==> src/hdl/assert_macros.svh <==
// Assertion macros for the module that carries checks.
`ifndef ASSERT_MACROS_SVH
`define ASSERT_MACROS_SVH

// Same-cycle implication, sampled on the rising clock edge, off during reset.
`define ASSERT_IMPL(label, clk, rst_n, ante, cons) \
    label: assert property (@(posedge clk) disable iff (!rst_n) (ante) |-> (cons)) \
        else $error("assertion failed: same-cycle implication");

// Next-cycle implication, sampled on the rising clock edge, off during reset.
`define ASSERT_NEXT(label, clk, rst_n, ante, cons) \
    label: assert property (@(posedge clk) disable iff (!rst_n) (ante) |=> (cons)) \
        else $error("assertion failed: next-cycle implication");

`endif

==> src/hdl/hrbe_pkg.sv <==
// Package with types, constants and helper functions of the HTTP body extractor.
package hrbe_pkg;

    localparam int SIZE_BITS_DEF = 32;
    localparam int LIT_LEN       = 26;
    localparam int POS_W         = 5;

    localparam logic [7:0] CH_CR    = 8'h0D;
    localparam logic [7:0] CH_LF    = 8'h0A;
    localparam logic [7:0] CH_SPACE = 8'h20;
    localparam logic [7:0] CH_TAB   = 8'h09;
    localparam logic [7:0] CH_T     = 8'h54;

    typedef enum logic [2:0] {
        HP_LEAD    = 3'd0,
        HP_LINE    = 3'd1,
        HP_CR      = 3'd2,
        HP_LF      = 3'd3,
        HP_CRLF    = 3'd4,
        HP_CRLFCR  = 3'd5,
        HP_BODY    = 3'd6
    } header_phase_t;

    typedef enum logic [2:0] {
        CP_SIZE0    = 3'd0,
        CP_DIGITS   = 3'd1,
        CP_SKIPLINE = 3'd2,
        CP_DATA     = 3'd3,
        CP_TRAIL    = 3'd4
    } chunk_phase_t;

    typedef struct packed {
        logic       valid;
        logic [7:0] body_byte;
        logic       end_of_body;
    } hrbe_result_t;

    // Characters of "Transfer-Encoding: chunked", indexed by match position.
    function automatic logic [7:0] lit_char(input logic [POS_W-1:0] pos);
        logic [7:0] ch;
        case (pos)
            5'd0:    ch = "T";
            5'd1:    ch = "r";
            5'd2:    ch = "a";
            5'd3:    ch = "n";
            5'd4:    ch = "s";
            5'd5:    ch = "f";
            5'd6:    ch = "e";
            5'd7:    ch = "r";
            5'd8:    ch = "-";
            5'd9:    ch = "E";
            5'd10:   ch = "n";
            5'd11:   ch = "c";
            5'd12:   ch = "o";
            5'd13:   ch = "d";
            5'd14:   ch = "i";
            5'd15:   ch = "n";
            5'd16:   ch = "g";
            5'd17:   ch = ":";
            5'd18:   ch = " ";
            5'd19:   ch = "c";
            5'd20:   ch = "h";
            5'd21:   ch = "u";
            5'd22:   ch = "n";
            5'd23:   ch = "k";
            5'd24:   ch = "e";
            5'd25:   ch = "d";
            default: ch = 8'h00;
        endcase
        return ch;
    endfunction

endpackage

==> src/hdl/hrbe_parse.sv <==
// Header skipper, literal matcher and chunk decoder state for one byte per accepted cycle.
module hrbe_parse
    import hrbe_pkg::*;
#(
    parameter int SIZE_BITS = SIZE_BITS_DEF
)(
    input  logic         clk,
    input  logic         rst_n,
    input  logic         strip_header,
    input  logic         accept,
    input  logic [7:0]   data_byte,
    output hrbe_result_t result
);

    header_phase_t          header_phase_reg, header_phase_next;
    chunk_phase_t           chunk_phase_reg, chunk_phase_next;
    logic [POS_W-1:0]       match_pos_reg, match_pos_next;
    logic                   chunked_seen_reg, chunked_seen_next;
    logic                   finished_reg, finished_next;
    logic [SIZE_BITS-1:0]   remaining_reg, remaining_next;

    logic                   is_cr, is_lf, is_blank;
    logic                   hex_ok;
    logic [3:0]             hex_val;
    logic                   end_line;
    logic [SIZE_BITS-1:0]   rem_dec;

    assign is_cr    = (data_byte == CH_CR);
    assign is_lf    = (data_byte == CH_LF);
    assign is_blank = (data_byte == CH_SPACE) || (data_byte == CH_TAB);
    assign rem_dec  = remaining_reg - {{(SIZE_BITS-1){1'b0}}, (remaining_reg != '0)};

    always_comb
    begin
        hex_ok  = 1'b1;
        hex_val = 4'd0;
        if (data_byte >= "0" && data_byte <= "9")
        begin
            hex_val = 4'(data_byte - "0");
        end
        else if (data_byte >= "a" && data_byte <= "f")
        begin
            hex_val = 4'(data_byte - "a" + 8'd10);
        end
        else if (data_byte >= "A" && data_byte <= "F")
        begin
            hex_val = 4'(data_byte - "A" + 8'd10);
        end
        else
        begin
            hex_ok = 1'b0;
        end
    end

    always_ff @(posedge clk or negedge rst_n)
    begin
        if (!rst_n)
        begin
            header_phase_reg <= HP_LEAD;
            chunk_phase_reg  <= CP_SIZE0;
            match_pos_reg    <= '0;
            chunked_seen_reg <= 1'b0;
            finished_reg     <= 1'b0;
            remaining_reg    <= '0;
        end
        else if (accept)
        begin
            header_phase_reg <= header_phase_next;
            chunk_phase_reg  <= chunk_phase_next;
            match_pos_reg    <= match_pos_next;
            chunked_seen_reg <= chunked_seen_next;
            finished_reg     <= finished_next;
            remaining_reg    <= remaining_next;
        end
    end

    always_comb
    begin
        header_phase_next = header_phase_reg;
        chunk_phase_next  = chunk_phase_reg;
        match_pos_next    = match_pos_reg;
        chunked_seen_next = chunked_seen_reg;
        finished_next     = finished_reg;
        remaining_next    = remaining_reg;
        end_line          = 1'b0;
        result            = '0;

        if (!strip_header)
        begin
            result.valid     = 1'b1;
            result.body_byte = data_byte;
        end
        else if (header_phase_reg != HP_BODY)
        begin
            // The letter T opens the literal and appears nowhere else in it.
            if (match_pos_reg < POS_W'(LIT_LEN) && data_byte == lit_char(match_pos_reg))
            begin
                if (match_pos_reg == POS_W'(LIT_LEN - 1))
                begin
                    chunked_seen_next = 1'b1;
                    match_pos_next    = '0;
                end
                else
                begin
                    match_pos_next = match_pos_reg + POS_W'(1);
                end
            end
            else
            begin
                match_pos_next = (data_byte == CH_T) ? POS_W'(1) : '0;
            end

            unique case (header_phase_reg)
                HP_LEAD:   if (!(is_cr || is_lf || is_blank)) header_phase_next = HP_LINE;
                HP_LINE:
                begin
                    if (is_cr)      header_phase_next = HP_CR;
                    else if (is_lf) header_phase_next = HP_LF;
                end
                HP_CR:     header_phase_next = is_lf ? HP_CRLF : HP_LINE;
                HP_LF:     header_phase_next = is_lf ? HP_BODY : HP_LINE;
                HP_CRLF:   header_phase_next = is_cr ? HP_CRLFCR : HP_LINE;
                HP_CRLFCR: header_phase_next = is_lf ? HP_BODY : HP_LINE;
                default:   header_phase_next = HP_LEAD;
            endcase
        end
        else if (!chunked_seen_reg)
        begin
            result.valid     = 1'b1;
            result.body_byte = data_byte;
        end
        else if (!finished_reg)
        begin
            unique case (chunk_phase_reg) inside
                CP_SIZE0, CP_DIGITS:
                begin
                    if (is_lf)
                    begin
                        end_line = 1'b1;
                    end
                    else if (hex_ok)
                    begin
                        // Saturate once another digit would overflow the size.
                        if (remaining_reg[SIZE_BITS-1 -: 4] != 4'd0)
                        begin
                            remaining_next = '1;
                        end
                        else
                        begin
                            remaining_next = {remaining_reg[SIZE_BITS-5:0], hex_val};
                        end
                        chunk_phase_next = CP_DIGITS;
                    end
                    else if (!(chunk_phase_reg == CP_SIZE0 && is_blank))
                    begin
                        chunk_phase_next = CP_SKIPLINE;
                    end
                end
                CP_SKIPLINE:
                begin
                    if (is_lf) end_line = 1'b1;
                end
                CP_DATA:
                begin
                    result.valid     = 1'b1;
                    result.body_byte = data_byte;
                    remaining_next   = rem_dec;
                    if (rem_dec == '0) chunk_phase_next = CP_TRAIL;
                end
                default:
                begin
                    if (is_lf) chunk_phase_next = CP_SIZE0;
                end
            endcase

            if (end_line)
            begin
                if (remaining_reg == '0)
                begin
                    finished_next      = 1'b1;
                    chunk_phase_next   = CP_SIZE0;
                    result.valid       = 1'b1;
                    result.end_of_body = 1'b1;
                end
                else
                begin
                    chunk_phase_next = CP_DATA;
                end
            end
        end
    end

endmodule

==> src/hdl/http_response_body_extractor.sv <==
// A byte's result is registered in the output stage, or in the skid entry while the output stalls.
// Throughput: one byte per clock while in_stall is low; the parse logic is combinational and a
// two-entry output buffer lets input keep flowing while one result waits on a stall.
// The input stalls only while both output entries are full.
// Reset (rst_n low, asynchronous) clears all parse state, empties the output buffer and
// turns header stripping on.
`include "assert_macros.svh"

module http_response_body_extractor
    import hrbe_pkg::*;
#(
    parameter int SIZE_BITS = SIZE_BITS_DEF
)(
    input  logic       clk,
    input  logic       rst_n,
    input  logic       cfg_valid,
    output logic       cfg_ready,
    input  logic       cfg_data,
    input  logic       in_valid,
    output logic       in_stall,
    input  logic [7:0] data_byte,
    output logic       out_valid,
    input  logic       out_stall,
    output logic [7:0] body_byte,
    output logic       end_of_body
);

    // The configuration register can be written at any time; the host must write it only
    // while no request is in flight, which the block itself does not enforce.
    logic         strip_reg;

    // Output stage plus one skid entry that catches a result when the
    // downstream side stalls.
    logic         out_valid_reg, out_valid_next;
    logic [7:0]   out_byte_reg, out_byte_next;
    logic         out_eob_reg, out_eob_next;
    logic         skid_valid_reg, skid_valid_next;
    logic [7:0]   skid_byte_reg, skid_byte_next;
    logic         skid_eob_reg, skid_eob_next;

    logic         in_accept;
    logic         out_free;
    hrbe_result_t result;

    assign cfg_ready = 1'b1;

    always_ff @(posedge clk or negedge rst_n)
    begin
        if (!rst_n)
        begin
            strip_reg <= 1'b1;
        end
        else if (cfg_valid && cfg_ready)
        begin
            strip_reg <= cfg_data;
        end
    end

    // A new request is taken whenever the skid entry is free, so the parser
    // never produces a result that has nowhere to go.
    assign in_stall  = skid_valid_reg;
    assign in_accept = in_valid && !skid_valid_reg;

    hrbe_parse #(
        .SIZE_BITS (SIZE_BITS)
    ) u_parse (
        .clk          (clk),
        .rst_n        (rst_n),
        .strip_header (strip_reg),
        .accept       (in_accept),
        .data_byte    (data_byte),
        .result       (result)
    );

    assign out_free = !out_valid_reg || !out_stall;

    // When the output moves on, the skid entry (older) goes first; a fresh
    // result can only arrive while the skid entry is empty.
    always_comb
    begin
        out_valid_next  = out_valid_reg;
        out_byte_next   = out_byte_reg;
        out_eob_next    = out_eob_reg;
        skid_valid_next = skid_valid_reg;
        skid_byte_next  = skid_byte_reg;
        skid_eob_next   = skid_eob_reg;

        if (out_free)
        begin
            if (skid_valid_reg)
            begin
                out_valid_next  = 1'b1;
                out_byte_next   = skid_byte_reg;
                out_eob_next    = skid_eob_reg;
                skid_valid_next = 1'b0;
            end
            else
            begin
                out_valid_next = in_accept && result.valid;
                out_byte_next  = result.body_byte;
                out_eob_next   = result.end_of_body;
            end
        end
        else if (in_accept && result.valid)
        begin
            skid_valid_next = 1'b1;
            skid_byte_next  = result.body_byte;
            skid_eob_next   = result.end_of_body;
        end
    end

    always_ff @(posedge clk or negedge rst_n)
    begin
        if (!rst_n)
        begin
            out_valid_reg  <= 1'b0;
            skid_valid_reg <= 1'b0;
        end
        else
        begin
            out_valid_reg  <= out_valid_next;
            skid_valid_reg <= skid_valid_next;
        end
    end

    always_ff @(posedge clk)
    begin
        out_byte_reg  <= out_byte_next;
        out_eob_reg   <= out_eob_next;
        skid_byte_reg <= skid_byte_next;
        skid_eob_reg  <= skid_eob_next;
    end

    assign out_valid   = out_valid_reg;
    assign body_byte   = out_byte_reg;
    assign end_of_body = out_eob_reg;

    // The skid entry only fills behind a waiting output.
    `ASSERT_IMPL(a_skid_behind_out, clk, rst_n, skid_valid_reg, out_valid_reg)
    // The end marker always carries a zero byte.
    `ASSERT_IMPL(a_end_zero_byte, clk, rst_n, out_valid_reg && out_eob_reg, out_byte_reg == 8'd0)
    // A full buffer with a stalled output stays full, so nothing is dropped.
    `ASSERT_NEXT(a_full_holds, clk, rst_n, skid_valid_reg && out_stall, skid_valid_reg)

endmodule

==> config.mk <==
export PLATFORM = sky130hd
export DESIGN_NAME = http_response_body_extractor
export DESIGN_NICKNAME = d
export VERILOG_FILES = /design/src/hdl/hrbe_pkg.sv /design/src/hdl/hrbe_parse.sv /design/src/hdl/http_response_body_extractor.sv
export VERILOG_INCLUDE_DIRS = /design/src /design/src/hdl
export SDC_FILE = /design/constraint.sdc
export NUM_CORES = 1
export LEC_CHECK = 0
export ABC_CLOCK_PERIOD_IN_PS = 4900
export BUFFER_PORTS_ARGS = -buffer_cell sky130_fd_sc_hd__buf_2
export CORE_ASPECT_RATIO = 0.9
export CORE_UTILIZATION = 45
export DETAILED_ROUTE_END_ITERATION = 10
export SETUP_SLACK_MARGIN = 0.05
export SLEW_MARGIN = 10
export SYNTH_ARGS = -nofsm -noshare
export SYNTH_HDL_FRONTEND = slang
export SYNTH_SLANG_ARGS = --single-unit
==> constraint.sdc <==
create_clock -name clk -period 4.9 [get_ports clk]
set_input_delay 0.49 -clock clk [delete_from_list [all_inputs] [get_ports clk]]
set_output_delay 0.49 -clock clk [all_outputs]
set_load 0.1 [all_outputs]
### After elaboration in Yosys (flattened, before gate mapping)

Memories as Yosys holds them, arrays and structs flattened.
Index checks and enable logic that the tools add are counted.

* register bits after elaboration: 66
* ROM bits: 224
* bits of input ports: 14
* memories: 1

* $add $sub $neg: 7
* magnitude comparators: 7
* equal/unequal tests: 24
* mux-type cells: 53
* bitwise logic cells: 3
* reduce and logical (&&, ||, !) cells: 33

Memory list
* (name not given): depth 32, bits a word 7, read ports 1, clocked after Yosys merged registers in 0, write ports 0, line hrbe_pkg.sv:41 `case (pos)`

Operators by type and width (count)
* $mux 32: 3
* $logic_not 32->1: 2
* $pmux 32 s2: 1
* $mux 3: 12
* $reduce_bool 32->1: 1
* $sub 32x1->32: 1
* $mux 9: 3
* $eq 8x4->1 const B: 3
* $mux 8: 3
* $mux 1: 21
* $mux 10: 2
* $ge 8x7->1 const B: 2
* $le 8x7->1 const B: 2
* $pmux 3 s5: 1
* $eq 3x2->1 const B: 4
* $mux 4: 3
* $sub 4x1->4 const B: 3
* $mux 5: 2
* $reduce_and 10->1: 1
* $reduce_and 5->1: 2
* $ne 3x3->1 const B: 3
* $pmux 3 s3: 1
* $add 4x4->4 const B: 2
* $eq 8x6->1 const B: 1
* 27 further kinds: 48

### Longest topological paths before layout

* word-level depth: 15
* depth in mapped cells: 15

### Hierarchy

Synthesis repeated with hierarchy kept, for this count alone.

* cells, all modules: 556
* area, all modules: 4860.9 um^2

By module, submodules not included
* hrbe_parse: times used 1, cells an instance 516, area an instance 4043.9 um^2, seq. area each 1126.1 um^2
* http_response_body_extractor: times used 1, cells an instance 40, area an instance 817.0 um^2, seq. area each 616.8 um^2

### Least setup slack after synthesis

No wires, ideal clock.

* kind: flip-flop to flip-flop
* start point: register u_parse.remaining_reg[15]
* end point: register u_parse.chunk_phase_reg[0]
* library setup time: 0.065 ns
* arrival: 4.387 ns
* required time: 4.835 ns
* slack: 0.448 ns
* stages on the path, launching flop included: 16
* buffers on the path: 1
* cell sequence: dfrtp_1 buf_6 or4_4 or3_4 or4_1 or4_4 ha_1 ha_1 nor4b_1 nand4_1 nor4_1 nand3_1 nor4b_1 a41oi_2 a2111o_1 nand2_1

* cells in the longest elaborated chain, start to end: 5

Ends and longest elaborated chain
* start: declaration: line hrbe_parse.sv:20 `logic [SIZE_BITS-1:0] remaining_reg, remaining_next;`
* start signal: assignment: line hrbe_parse.sv:73 `remaining_reg <= remaining_next;`
* $reduce_bool 32->1: line hrbe_parse.sv:31 `assign rem_dec = remaining_reg - {{(SIZE_BITS-1){1'b0}}, (remaining_reg != '0)};`
* $sub 32x1->32: line hrbe_parse.sv:31
* $logic_not 32->1: line hrbe_parse.sv:168 `if (rem_dec == '0) chunk_phase_next = CP_TRAIL;`
* $ne 3x3->1 (no line)
* $reduce_and 10->1 (no line)
* end signal: assignment: line hrbe_parse.sv:69 `chunk_phase_reg <= chunk_phase_next;`
* end: declaration: line hrbe_parse.sv:16 `chunk_phase_t chunk_phase_reg, chunk_phase_next;`

Parallel ways exist; a longest one is shown, timed or not.
A chain may end at the register's enable or synchronous reset.

### Worst setup path in the final report

* start point: register u_parse.remaining_reg[17]
* end point: register u_parse.chunk_phase_reg[0]

The elaborated chain is that of the path after synthesis.

==> results_dict.tcl <==
set metrics [dict create \
    outcome "finished with violations" \
    violations "design-rule violations" \
    reg2reg_depth 14 \
    rsz0062_at_grt "no" \
    cpPeakStageDelay_ps 520 \
    synth_cell_types 74 \
    first_iter_violations 352 \
    fmax_mhz 218 \
    syn_area_sq_um 4820 \
    worst_pin_slew_ps 890 \
    clk-insertion-delay-late_ps 340 \
    post_drt_wl_per_cell_um 18.0 \
    io_pins 26 \
    p_leak_nw 2.18 \
    synth-edff-count 18 \
    pre_cts_slack_ps 118 \
    path_cells "or4_4 -> or3_4 -> or4_1 -> or4_4 -> ha_1 -> ha_1 -> nor4b_1 -> nand4_1 -> or4_1 -> xnor2_1 -> nor4b_2 -> a41oi_2 -> a2111o_1 -> nand2_1" \
    clock_sinks 66 \
    setup-violations-final 0 \
    hold_viol 0 \
    r2r_end "u_parse.chunk_phase_reg[0]$_DFFE_PN0P_" \
    grt_overflow_total 0 \
    ff2ff_setup_slack_ps 300 \
    irDropWorstVdd_mv 0.151 \
    powerDensity_nw_per_um2 290 \
    grt_usage_pct 24.1 \
    cts_root_buffer "clkbuf_16" \
    path_clk_slew_ps 60 \
    min_period_ps 4600 \
    drt_first_pass_iters 8 \
    max_slew_margin_pct 40.7 \
    yosys_warnings 0 \
    hp-class "in2async" \
    die_w_um 111 \
    tns_ps 0 \
    grt_max_degree 49 \
    synth_flop_cell "dfrtp_1" \
    synthesis.nets 592 \
    yosysTopAreaCellShare_pct 24.4 \
    cts_tree "done" \
    cts_made_buffers 9 \
    htree_levels 3 \
    dieArea_sq_um 11100 \
    timing.final.crit_share_pct 93.8 \
    ant_nets 0 \
    async_flop_share_pct 72.7 \
    nets 599 \
    design.core.area_sq_um 10300 \
    die_h_um 100 \
    antennaDiodeCount 0 \
    finalMaxSlewViolations 0 \
    cts_hold_buf 0 \
    critPathSlowestCell "or4_4" \
    yosys-top-cells-area "dfrtp_1 (24%), edfxtp_1 (11%), o21ai_0 (5.4%)" \
    final.setup.worst_slack_ps 304 \
    largest_reg_flops 32 \
    final_cell_mix "o21ai_0 (52), nand2_1 (51), a21oi_1 (49), dfrtp_1 (47), nor2_1 (41)" \
    drc 6 \
    wirelength_um 12700 \
    cp_max_fo 7 \
    rows 35 \
    syn_to_final_growth_pct 11.5 \
    cp-end-kind "flip-flop" \
    grt_first_pass_wirelength_um 21300 \
    layout-drive-gt1-share_pct 15.2 \
    detail_route.vias_per_cell 6.24 \
    vias 4388 \
    clockBufferDepth 2 \
    synth_seq_cells 66 \
    cp-start-kind "flip-flop" \
    worstPathRequired_ps 5170 \
    r2r-start "u_parse.remaining_reg[17]$_DFFE_PN0P_" \
    post-dp-hpwl_um 8680 \
    synth_area_leader_cell "dfrtp_1" \
    initial_core_util_pct 46.6 \
    synth.avg_cell_area_sq_um 8.57 \
    routabilityCongestion 0.864 \
    skew_ps 6.53 \
    yosysSeqAreaShare_pct 36.2 \
    final_common_cell "o21ai_0" \
    critical_path_class "reg2reg" \
    first_global_vias 4136 \
    arrival_ps 4870 \
    io_buffers 24 \
    antenna_found_initial 0 \
    maxCapViolations 0 \
    syn_inst 562 \
]
-- through the flow --
step	utilization (%)	area, sq um	std cells	total power, mW	hold slack, ps
after floorplan	-	4820	562	0.781	194
after global placement	48.5	5020	687	0.821	517
after detailed placement	48.5	5020	687	0.825	534
after global routing	52.0	5370	703	1.60	320
final	52.0	5370	703	1.56	265
after CTS	51.9	5360	703	1.57	289
-- synthesized netlist by cell type (12+ instances only) --
| cell | number |
|---|---|
| o21ai_0 | 52 |
| nor3_1 | 14 |
| inv_1 | 17 |
| nand3_1 | 16 |
| o22ai_1 | 13 |
| dfrtp_1 | 47 |
| a21oi_1 | 49 |
| ha_1 | 16 |
| clkbuf_1 | 27 |
| edfxtp_1 | 18 |
| xnor2_1 | 16 |
| nand2_1 | 51 |
| nor2_1 | 42 |
| or3_1 | 12 |
-- worst max path at each step --
stage	startpoint	to	depth (start not counted)
CTS	u_parse.remaining_reg[17]$_DFFE_PN0P_	u_parse.chunk_phase_reg[0]$_DFFE_PN0P_	14
global route	u_parse.remaining_reg[17]$_DFFE_PN0P_	u_parse.chunk_phase_reg[0]$_DFFE_PN0P_	14
detailed placement	u_parse.remaining_reg[17]$_DFFE_PN0P_	u_parse.chunk_phase_reg[0]$_DFFE_PN0P_	14
global placement	u_parse.remaining_reg[17]$_DFFE_PN0P_	u_parse.chunk_phase_reg[0]$_DFFE_PN0P_	14
floorplan	u_parse.remaining_reg[15]$_DFFE_PN0P_	u_parse.chunk_phase_reg[0]$_DFFE_PN0P_	15
finish	u_parse.remaining_reg[17]$_DFFE_PN0P_	u_parse.chunk_phase_reg[0]$_DFFE_PN0P_	14
-- layout make-up --
| type | count | area, sq um |
|---|---|---|
| Clock buffer | 9 | 225 |
| Clock inverter | 7 | 118 |
| Fill cell | 970 | 4960 |
| Inverter | 17 | 63.8 |
| Multi-Input combinational cell | 439 | 2850 |
| Sequential cell | 66 | 1740 |
| Tap cell | 129 | 161 |
| Timing Repair Buffer | 36 | 210 |
-- critical path: cells and delay by family, from the launching register on --
family	cells	cell delay, ps
AND/OR/NAND/NOR	9	2830
AO/OA/AOI/OAI	2	640
flip-flops	1	430
adder cells (fa/ha/maj)	2	540
XOR/XNOR	1	90
-- cells by family after synthesis --
logic type,Yosys count,share of synthesized area (%)
buffers and inverters,57,5.09
xor gates and xnor gates,22,4.00
other,1,0.0778
AOI/OAI and AO/OA,164,20.7
muxes,19,4.75
adders and majority gates,16,4.16
DFF,66,36.2
and+or+nand+nor,217,25.0
-- power by group --
group          leakage (nW)  internal [mW]  switching (mW)
logic                  1.18         0.0463           0.157
registers             0.830          0.594          0.0181
clock network         0.169          0.497           0.248
total                  2.18           1.14           0.422
-- layer usage --
layer	vias to the layer above	wire, um	track usage (%)	part of all wire [%]
li1	2094	-	-	-
met1	2136	6260	35.2	49
met2	147	5650	36.8	45
met3	11	646	4.17	5.1
met4	0	104	6.86	0.82
met5	-	0	0	0
-- repair_timing --
| action | CTS | global route |
|---|---|---|
| gates resized for setup | 0 | 2 |
| setup buffers | 0 | 0 |
| endpoints found under the setup margin | 0 | 2 |
(Power assumes the default switching activity.)
